--- src/sv/raie_pkg.sv ---
// ----------------------------------------------------------------------------
// raie_pkg
// Types, codes and helpers shared by the resizable array index engine.
// ----------------------------------------------------------------------------
package raie_pkg;

  // Request commands
  localparam logic [1:0] CMD_PUSH = 2'd0;
  localparam logic [1:0] CMD_POP  = 2'd1;
  localparam logic [1:0] CMD_GET  = 2'd2;

  // Index block resize codes
  localparam logic [1:0] RESIZE_NONE   = 2'd0;
  localparam logic [1:0] RESIZE_DOUBLE = 2'd1;
  localparam logic [1:0] RESIZE_HALVE  = 2'd2;

  // Register indexes (byte address bit 2)
  localparam logic REG_ELEMENT_BYTES = 1'b0;
  localparam logic REG_SEGMENT_LOG2  = 1'b1;

  localparam logic [3:0] SEG_LOG2_MAX    = 4'd8;
  localparam logic [7:0] ELEM_BYTES_INIT = 8'd8;
  localparam logic [3:0] SEG_LOG2_INIT   = 4'd2;
  localparam int         IDX_W           = 20;
  localparam int         CNT_W           = 42;

  typedef struct packed {
    logic [7:0] element_bytes;
    logic [3:0] segment_log2;
  } cfg_t;

  typedef struct packed {
    logic [32:0]      segments_used;
    logic [8:0]       last_segment_fill;
    logic [16:0]      last_block_fill;
    logic [16:0]      segments_per_block;
    logic [16:0]      blocks_per_super;
    logic [16:0]      last_super_fill;
    logic [5:0]       super_count;
    logic [17:0]      blocks_used;
    logic             spare_block;
    logic [IDX_W-1:0] index_size;
  } arr_state_t;

  typedef struct packed {
    logic        error;
    logic [17:0] block_index;
    logic [31:0] byte_offset;
    logic        alloc_request;
    logic [31:0] alloc_bytes;
    logic        free_request;
    logic [17:0] free_index;
    logic [1:0]  index_resize;
    logic [19:0] index_capacity;
    logic [31:0] element_count;
  } result_t;

  typedef struct packed {
    logic [17:0] block_index;
    logic [31:0] byte_offset;
  } map_t;

  // Elements per segment
  function automatic logic [8:0] seg_elems(input logic [3:0] s);
    return 9'(9'd1 << s);
  endfunction

  // Elements held by the counters
  function automatic logic [CNT_W-1:0] stored_count(input arr_state_t st,
                                                    input logic [3:0] s);
    logic [CNT_W-1:0] full_segs;
    full_segs = (CNT_W'(st.segments_used) - CNT_W'(1)) << s;
    if (st.segments_used == 33'd0) begin
      return '0;
    end
    return full_segs + CNT_W'(st.last_segment_fill);
  endfunction

  // Empty-array counters; index block size is kept
  function automatic arr_state_t restore_state(input logic [3:0] s,
                                               input logic [IDX_W-1:0] idx);
    arr_state_t st;
    st.segments_used      = '0;
    st.last_segment_fill  = seg_elems(s);
    st.last_block_fill    = 17'd1;
    st.segments_per_block = 17'd1;
    st.blocks_per_super   = 17'd1;
    st.last_super_fill    = '0;
    st.super_count        = 6'd1;
    st.blocks_used        = '0;
    st.spare_block        = 1'b1;
    st.index_size         = idx;
    return st;
  endfunction

endpackage

--- src/sv/raie_get_map.sv ---
// ----------------------------------------------------------------------------
// raie_get_map
// Maps a logical position to its index-block entry and byte offset.
// ----------------------------------------------------------------------------
module raie_get_map
  import raie_pkg::*;
(
  input  logic [31:0] position,
  input  cfg_t        cfg,
  output map_t        map
);

  logic [7:0]  elm_mask;
  logic [7:0]  elm;
  logic [32:0] pos1;
  logic [5:0]  k;
  logic [4:0]  half;
  logic        odd;
  logic [4:0]  seg_bits;
  logic [16:0] blocks_here;
  logic [32:0] seg_mask;
  logic [16:0] seg;
  logic [16:0] blk;
  logic [18:0] first;
  logic [24:0] slot;
  logic [32:0] prod;

  // Split position into segment number and element within segment
  assign elm_mask = 8'((9'd1 << cfg.segment_log2) - 9'd1);
  assign elm      = position[7:0] & elm_mask;
  assign pos1     = 33'(position >> cfg.segment_log2) + 33'd1;

  // Leading one of the segment number
  always_comb begin
    k = '0;
    for (int i = 0; i < 33; i++) begin
      if (pos1[i]) begin
        k = 6'(i);
      end
    end
  end

  // Superblock geometry
  assign half        = k[5:1];
  assign odd         = k[0];
  assign seg_bits    = half + 5'(odd);
  assign blocks_here = 17'(17'd1 << half);
  assign seg_mask    = (33'd1 << seg_bits) - 33'd1;
  assign seg         = 17'(pos1 & seg_mask);
  assign blk         = 17'(pos1 >> seg_bits) & (blocks_here - 17'd1);
  assign first       = (19'(blocks_here - 17'd1) << 1) + (odd ? 19'(blocks_here) : 19'd0);

  // Entry and byte offset
  assign slot = (25'(seg) << cfg.segment_log2) | 25'(elm);
  assign prod = 33'(slot) * 33'(cfg.element_bytes);

  assign map.block_index = 18'(first + 19'(blk));
  assign map.byte_offset = prod[31:0];

endmodule

--- src/sv/raie_step.sv ---
// ----------------------------------------------------------------------------
// raie_step
// Next counters and result of one push, pop or get request.
// ----------------------------------------------------------------------------
module raie_step
  import raie_pkg::*;
(
  input  logic [1:0]  command,
  input  logic [31:0] position,
  input  cfg_t        cfg,
  input  arr_state_t  st,
  output arr_state_t  st_nxt,
  output result_t     res
);

  logic [CNT_W-1:0] cnt;
  logic [8:0]       seg;
  logic [15:0]      seg_bytes;
  logic [32:0]      alloc_prod;
  logic [25:0]      push_slot;
  logic [33:0]      push_prod;
  logic [8:0]       lsf_dec;
  logic [16:0]      lbf_dec;
  logic [16:0]      lsuf_dec;
  map_t             map;

  assign cnt       = stored_count(st, cfg.segment_log2);
  assign seg       = seg_elems(cfg.segment_log2);
  assign seg_bytes = 16'(cfg.element_bytes) << cfg.segment_log2;
  assign lsf_dec   = st.last_segment_fill - 9'd1;
  assign lbf_dec   = st.last_block_fill - 17'd1;
  assign lsuf_dec  = st.last_super_fill - 17'd1;

  raie_get_map u_get_map (
    .position (position),
    .cfg      (cfg),
    .map      (map)
  );

  // Update counters and build the result
  always_comb begin
    st_nxt     = st;
    res        = '0;
    alloc_prod = '0;
    push_slot  = '0;
    push_prod  = '0;
    unique case (command)
      CMD_PUSH: begin
        if (cnt >= CNT_W'(32'hFFFF_FFFF)) begin
          res.error = 1'b1;
        end else begin
          if (st.last_segment_fill < seg) begin
            st_nxt.last_segment_fill = st.last_segment_fill + 9'd1;
          end else begin
            if (st.last_block_fill == st.segments_per_block) begin
              // Open a new superblock when this one is full
              if (st.last_super_fill == st.blocks_per_super) begin
                st_nxt.super_count = st.super_count + 6'd1;
                if (st_nxt.super_count[0]) begin
                  st_nxt.blocks_per_super = st.blocks_per_super << 1;
                end else begin
                  st_nxt.segments_per_block = st.segments_per_block << 1;
                end
                st_nxt.last_super_fill = '0;
              end
              // Allocate unless the spare block is reused
              if (!st.spare_block) begin
                if (IDX_W'(st.blocks_used) == st.index_size) begin
                  st_nxt.index_size = st.index_size << 1;
                  res.index_resize  = RESIZE_DOUBLE;
                end
                // Size of a new data block, with the block size after this push
                alloc_prod        = 33'(seg_bytes) * 33'(st_nxt.segments_per_block);
                res.alloc_request = 1'b1;
                res.alloc_bytes   = alloc_prod[31:0];
              end
              st_nxt.spare_block     = 1'b0;
              st_nxt.blocks_used     = st.blocks_used + 18'd1;
              st_nxt.last_super_fill = st_nxt.last_super_fill + 17'd1;
              st_nxt.last_block_fill = '0;
            end
            st_nxt.segments_used     = st.segments_used + 33'd1;
            st_nxt.last_block_fill   = st_nxt.last_block_fill + 17'd1;
            st_nxt.last_segment_fill = 9'd1;
          end
          // Offset of the pushed slot
          push_slot = (26'(st_nxt.last_block_fill - 17'd1) << cfg.segment_log2)
                    + 26'(st_nxt.last_segment_fill - 9'd1);
          push_prod = 34'(push_slot) * 34'(cfg.element_bytes);
          res.block_index = st_nxt.blocks_used - 18'd1;
          res.byte_offset = push_prod[31:0];
        end
      end
      CMD_POP: begin
        if (st.segments_used == 33'd0) begin
          res.error = 1'b1;
        end else if (lsf_dec != 9'd0) begin
          st_nxt.last_segment_fill = lsf_dec;
        end else begin
          st_nxt.segments_used = st.segments_used - 33'd1;
          if (lbf_dec == 17'd0) begin
            // Release any spare block; halve the index block when it exceeds four times the blocks used
            if (st.spare_block) begin
              res.free_request = 1'b1;
              res.free_index   = st.blocks_used;
            end
            if (st.index_size > {st.blocks_used, 2'b00}) begin
              st_nxt.index_size = st.index_size >> 1;
              res.index_resize  = RESIZE_HALVE;
            end
            st_nxt.blocks_used = st.blocks_used - 18'd1;
            if (lsuf_dec == 17'd0) begin
              // Step back to the previous superblock
              st_nxt.super_count = st.super_count - 6'd1;
              if (!st_nxt.super_count[0]) begin
                st_nxt.blocks_per_super = st.blocks_per_super >> 1;
              end else begin
                st_nxt.segments_per_block = st.segments_per_block >> 1;
              end
              st_nxt.last_super_fill = st_nxt.blocks_per_super;
            end else begin
              st_nxt.last_super_fill = lsuf_dec;
            end
            st_nxt.last_block_fill = st_nxt.segments_per_block;
            st_nxt.spare_block     = 1'b1;
          end else begin
            st_nxt.last_block_fill = lbf_dec;
          end
          if (st_nxt.segments_used == 33'd0) begin
            st_nxt = restore_state(cfg.segment_log2, st_nxt.index_size);
          end
          st_nxt.last_segment_fill = seg;
        end
      end
      CMD_GET: begin
        if (CNT_W'(position) >= cnt) begin
          res.error = 1'b1;
        end else begin
          res.block_index = map.block_index;
          res.byte_offset = map.byte_offset;
        end
      end
      default: begin
      end
    endcase
    res.index_capacity = st_nxt.index_size;
    res.element_count  = 32'(stored_count(st_nxt, cfg.segment_log2));
  end

endmodule

--- src/sv/resizable_array_index_engine_core.sv ---
// ----------------------------------------------------------------------------
// resizable_array_index_engine_core
// Occupancy bookkeeping and address mapping for a superblock resizable array.
// ----------------------------------------------------------------------------
// Takes one push, pop or get request per clock while in_stall is low and returns
// one result per request. Each request passes the input register and then the
// result register; the counter update and the address mapping run combinationally
// between those two registers, so back-to-back requests see each other's counters
// without a bubble. A waiting result does not block the next request from entering
// an empty input register; a further request stalls while the result waits. Registers are at byte
// address 0 (element_bytes) and 4 (segment_log2); write them only while no
// request is in flight. No clearing pass follows reset.
// ----------------------------------------------------------------------------
module resizable_array_index_engine_core
  import raie_pkg::*;
#(
  parameter int POSITION_BITS      = 32,
  parameter int INITIAL_INDEX_SIZE = 4
) (
  input  logic                     clk,
  input  logic                     rst_n,
  // Request channel
  input  logic                     in_valid,
  output logic                     in_stall,
  input  logic [1:0]               in_command,
  input  logic [POSITION_BITS-1:0] in_position,
  // Result channel
  output logic                     out_valid,
  input  logic                     out_stall,
  output logic                     out_error,
  output logic [17:0]              out_block_index,
  output logic [31:0]              out_byte_offset,
  output logic                     out_alloc_request,
  output logic [31:0]              out_alloc_bytes,
  output logic                     out_free_request,
  output logic [17:0]              out_free_index,
  output logic [1:0]               out_index_resize,
  output logic [19:0]              out_index_capacity,
  output logic [31:0]              out_element_count,
  // Register port
  input  logic                     psel,
  input  logic                     penable,
  input  logic                     pwrite,
  input  logic [2:0]               paddr,
  input  logic [31:0]              pwdata,
  output logic [31:0]              prdata,
  output logic                     pready
);

  localparam int POS_KEEP = (POSITION_BITS < 32) ? POSITION_BITS : 32;

  logic        a_valid_r;
  logic [1:0]  a_cmd_r;
  logic [31:0] a_pos_r;
  logic        out_valid_r;
  result_t     res_r;
  cfg_t        cfg_r;
  arr_state_t  st_r;
  arr_state_t  st_nxt;
  arr_state_t  step_st;
  result_t     step_res;
  logic        advance;
  logic        load_a;
  logic        cfg_wr;
  logic [3:0]  seg_log2_sat;

  // Pipeline handshake
  assign advance  = a_valid_r && (!out_valid_r || !out_stall);
  assign in_stall = a_valid_r && !advance;
  assign load_a   = in_valid && !in_stall;

  // Register port decode
  assign pready       = 1'b1;
  assign cfg_wr       = psel && penable && pwrite;
  assign seg_log2_sat = (pwdata[3:0] > SEG_LOG2_MAX) ? SEG_LOG2_MAX : pwdata[3:0];

  always_comb begin
    prdata = '0;
    unique case (paddr[2])
      REG_ELEMENT_BYTES: prdata = 32'(cfg_r.element_bytes);
      REG_SEGMENT_LOG2:  prdata = 32'(cfg_r.segment_log2);
      default:           prdata = '0;
    endcase
  end

  // Hold configuration
  always_ff @(posedge clk) begin
    if (!rst_n) begin
      cfg_r.element_bytes <= ELEM_BYTES_INIT;
      cfg_r.segment_log2  <= SEG_LOG2_INIT;
    end else if (cfg_wr) begin
      if (paddr[2] == REG_ELEMENT_BYTES) begin
        cfg_r.element_bytes <= pwdata[7:0];
      end else begin
        cfg_r.segment_log2 <= seg_log2_sat;
      end
    end
  end

  // Input register
  always_ff @(posedge clk) begin
    if (!rst_n) begin
      a_valid_r <= 1'b0;
    end else if (load_a) begin
      a_valid_r <= 1'b1;
    end else if (advance) begin
      a_valid_r <= 1'b0;
    end
  end

  always_ff @(posedge clk) begin
    if (load_a) begin
      a_cmd_r <= in_command;
      a_pos_r <= 32'(in_position[POS_KEEP-1:0]);
    end
  end

  raie_step u_step (
    .command  (a_cmd_r),
    .position (a_pos_r),
    .cfg      (cfg_r),
    .st       (st_r),
    .st_nxt   (step_st),
    .res      (step_res)
  );

  // Advance counters; a segment size write resizes the fill of an empty array
  always_comb begin
    st_nxt = st_r;
    if (advance) begin
      st_nxt = step_st;
    end
    if (cfg_wr && (paddr[2] == REG_SEGMENT_LOG2) && (st_r.segments_used == 33'd0)) begin
      st_nxt.last_segment_fill = seg_elems(seg_log2_sat);
    end
  end

  always_ff @(posedge clk) begin
    if (!rst_n) begin
      st_r <= restore_state(SEG_LOG2_INIT, IDX_W'(INITIAL_INDEX_SIZE));
    end else begin
      st_r <= st_nxt;
    end
  end

  // Result register
  always_ff @(posedge clk) begin
    if (!rst_n) begin
      out_valid_r <= 1'b0;
    end else if (advance) begin
      out_valid_r <= 1'b1;
    end else if (!out_stall) begin
      out_valid_r <= 1'b0;
    end
  end

  always_ff @(posedge clk) begin
    if (advance) begin
      res_r <= step_res;
    end
  end

  assign out_valid          = out_valid_r;
  assign out_error          = res_r.error;
  assign out_block_index    = res_r.block_index;
  assign out_byte_offset    = res_r.byte_offset;
  assign out_alloc_request  = res_r.alloc_request;
  assign out_alloc_bytes    = res_r.alloc_bytes;
  assign out_free_request   = res_r.free_request;
  assign out_free_index     = res_r.free_index;
  assign out_index_resize   = res_r.index_resize;
  assign out_index_capacity = res_r.index_capacity;
  assign out_element_count  = res_r.element_count;

endmodule

--- config.mk ---
export PLATFORM = sky130hd
export DESIGN_NAME = resizable_array_index_engine_core
export DESIGN_NICKNAME = d
export VERILOG_FILES = /design/src/sv/raie_pkg.sv /design/src/sv/raie_get_map.sv /design/src/sv/raie_step.sv /design/src/sv/resizable_array_index_engine_core.sv
export SDC_FILE = /design/constraint.sdc
export NUM_CORES = 2
export LEC_CHECK = 0
export BUFFER_PORTS_ARGS = -buffer_cell sky130_fd_sc_hd__buf_4
export CAP_MARGIN = 30
export CORE_UTILIZATION = 40
export CTS_BUF_LIST = sky130_fd_sc_hd__clkbuf_4 sky130_fd_sc_hd__clkbuf_8 sky130_fd_sc_hd__clkbuf_16
export CTS_CLUSTER_DIAMETER = 80
export DETAILED_ROUTE_END_ITERATION = 16
export SYNTH_ARGS = -nofsm -noshare
export SYNTH_HDL_FRONTEND = slang
export SYNTH_SLANG_ARGS = --single-unit
--- constraint.sdc ---
create_clock -name clk -period 15.5 [get_ports clk]
set_clock_uncertainty 0.2 [all_clocks]
set_input_delay 2.325 -clock clk [delete_from_list [all_inputs] [get_ports clk]]
set_output_delay 2.325 -clock clk [all_outputs]
set_load 0.02 [all_outputs]
==> impl_metrics.yaml <==
outcome:
  status: "finished clean"
detailed_routing:
  dr.pass1.iters: 8
  drcViolationCount: 0
  num_vias: 57700
  vias_per_cell: 6.00
  drt-total-wl_mm: 226
  ant_nets: 0
  wl_per_cell_um: 23.5
  drt_iter0_markers: 5917
synth:
  ys.flop_type: "edfxtp_1"
  synth.top_cell.area_share_pct: 17.0
  synth_commonest_cells: "869 x nand2_1, 798 x nor2_1, 734 x inv_1"
  ys_types: 114
  yosysWarningCount: 0
  syn_inst: 7639
  synth_edf_count: 191
  ys_ff_latch: 355
  async_reset_ff_share_pct: 0
  yosysMostFrequentCell: "nand2_1"
  ys_seq_area_share_pct: 15.1
  synth_area_sq_um: 59800
  synth_area_leader_cell: "fa_1"
  synth_area_per_cell_sq_um: 7.83
  synth_area_leaders: "fa_1 17%, edfxtp_1 9.6%, ha_1 7.1%, dfxtp_1 5.5%, nand2_1 5.5%"
critical_path:
  cpMostUsedCell: "o21ai_0"
  crit_fanout: 29
  crit_required_ns: 15.67
  critPathKind: "reg2reg"
  critPathArrivalTime_ns: 14.70
  worst_path_largest_cell_delay_ns: 0.62
  cpMaxStageDelayCell: "or2_2"
  cp-end-kind: "register"
  critPathLaunchType: "register"
grt:
  grt_pass1_vias: 56100
  antenna_found_initial: 13
  grt_max_degree: 115
  overflow: 0
  grt_usage_pct: 29.4
  grt_pass1_wl_mm: 345
clock_tree:
  cts_root_buf: "clkbuf_16"
  postCtsHoldBufs: 0
  cts_max_level: 2
  clockBufferDepth: 3
  cts_buffers: 51
  numClockSinks: 355
  clkTransAtPathRegs_ns: 0.06
  clk_latency_ns: 0.69
  cts_tree: "built"
die:
  die_h_um: 389
  die-area_sq_um: 151000
  num_io_pins: 268
  die_width_um: 389
  start_util_pct: 40.4
  rows: 141
  coreArea_sq_um: 148000
sta:
  fin_crit_sh_pct: 93.7
  slew_headroom_pct: 25.6
  finalSetupViolations: 0
  slew_violations: 0
  fin_hold_ws_ns: 0.314
  hold_violations: 0
  max_slew.worst_pin.slew_ns: 1.10
  post-route-min-period_ns: 14.53
  fmax_ghz: 0.0688
power_and_ir_drop:
  irDropWorstVdd_mv: 0.0911
  share_seq_of_total_power_pct: 20.7
  swShare_pct: 47.2
  p_leak_uw: 0.0276
  power_frac_comb_pct: 57.4
  p_sw_uw: 2580
  powerDensity_nw_per_um2: 83.4
  power_uw: 5470
  cellInternalPower_uw: 2880
  p_clk_share_pct: 21.9
final_layout:
  final_cell_area_sq_um: 65600
  multi_input_area_sq_um: 46300
  fin_nets: 8564
  syn_to_final_growth_pct: 9.59
  drive_gt1_share_pct: 10.5
  n_fill_cell: 15000
  seq_area_sq_um: 9030
placement:
  port_buffers: 216
  gp_congestion: 0.997
  placed_area_sq_um: 63700
  dp_hpwl_mm: 175
job:
  max-cap-violations: 0
hold_path:
  hold_path_class: "reg2reg"
## layer usage
layer	part of all wire [%]	routed length, um	vias to the layer above	GRT usage (%)
met5	0.035	80	-	0
met4	5.1	11500	14	13.4
met3	8.6	19400	527	5.42
met2	44	98900	2502	45.6
met1	42	95900	28200	39.5
li1	-	-	26400	-
## layout by cell type (no fill, tap or decap), drive strengths merged, types with 73 or more instances in the layout
cell and n:
xnor2 290, nand2 869, o21bai 73, and2 262, nor2 798, a211oi 87, ha 341, mux2i 149
xor2 113, nand3 156, a21oi 442, edfxtp 191, o21ai 340, inv 745, nand4 99, fa 507
nor4 92, o22ai 83, buf 438, nor3 213, dfxtp 164, mux2 73
## power groups by stage
stage               sequential [uW]  clock, uW  combinational, uW
floorplan                      1150          0               2130
global placement               1150          0               3030
detailed placement             1150          0               3080
CTS                            1130       1220               3100
global route                   1130       1250               3440
finish                         1130       1200               3140
## worst paths after layout
| check | startpoint | endpoint | slack, ns | cells after the start |
|---|---|---|---|---|
| worst min-delay path | a_valid_r | out_valid | 0.31 | 2 |
| worst max-delay path | cfg_r[3] | out_byte_offset[30] | 0.97 | 54 |
| worst min register to register | a_valid_r | out_valid | 0.31 | 2 |
| worst max register to register | cfg_r[3] | out_byte_offset[30] | 0.97 | 54 |
## area by class of cell
| class | instances | share of cell area (%) |
|---|---|---|
| tap | 1930 | 3.68 |
| antenna | 1 | 0.00382 |
| multi-input combinational | 6048 | 70.5 |
| timing repair buffer | 442 | 5.19 |
| sequential | 355 | 13.8 |
| clock inverter | 29 | 0.412 |
| inverter | 742 | 4.27 |
| clock buffer | 65 | 2.13 |
## logic make-up after synthesis
group	Yosys count	synth area share (%)
xor+xnor	403	5.91
buf+inv	1262	8.14
fa+ha+maj	848	24.1
flops	355	15.1
simple gates	2871	23.0
other cells	2	0.0126
compound gates	1618	17.7
mux	280	6.05
## through the flow
| stage | util (%) | cells | setup TNS, ns | setup slack (ns) |
|---|---|---|---|---|
| final | 44.3 | 9612 | 0 | 0.970 |
| after global routing | 44.3 | 9612 | -0.0272 | -0.0203 |
| after CTS | 44.2 | 9595 | 0 | 0.0703 |
| after detailed placement | 43.0 | 9501 | 0 | 0.148 |
| after global placement | 43.0 | 9490 | 0 | 0.384 |
| after floorplan | - | 7665 | 0 | 0.167 |
## state kept, by name, indices dropped and copies added (netlist names)
register	flops
a_pos_r	32
out_element_count	32
out_byte_offset	32
out_error	1
a_valid_r	1
cfg_r	12
out_index_resize	2
out_index_capacity	20
a_cmd_r	2
st_r	150
out_free_index	18
out_free_request	1
out_alloc_request	1
out_alloc_bytes	32
out_valid	1
out_block_index	18
## worst max-delay path: cells and delay by family (launching register included)
| family | cells | cell delay, ns |
|---|---|---|
| xor+xnor | 1 | 0.19 |
| fa+ha+maj | 7 | 2.82 |
| buf+inv | 5 | 1.33 |
| compound gates | 31 | 6.28 |
| flops | 1 | 0.35 |
| simple gates | 10 | 3.01 |
## what timing repair did
| item | CTS | global route |
|---|---|---|
| gates resized for setup | 0 | 18 |
| setup endpoints to repair | 0 | 9 |
| setup buffers | 0 | 9 |
Power figures use the tool's default switching activity.
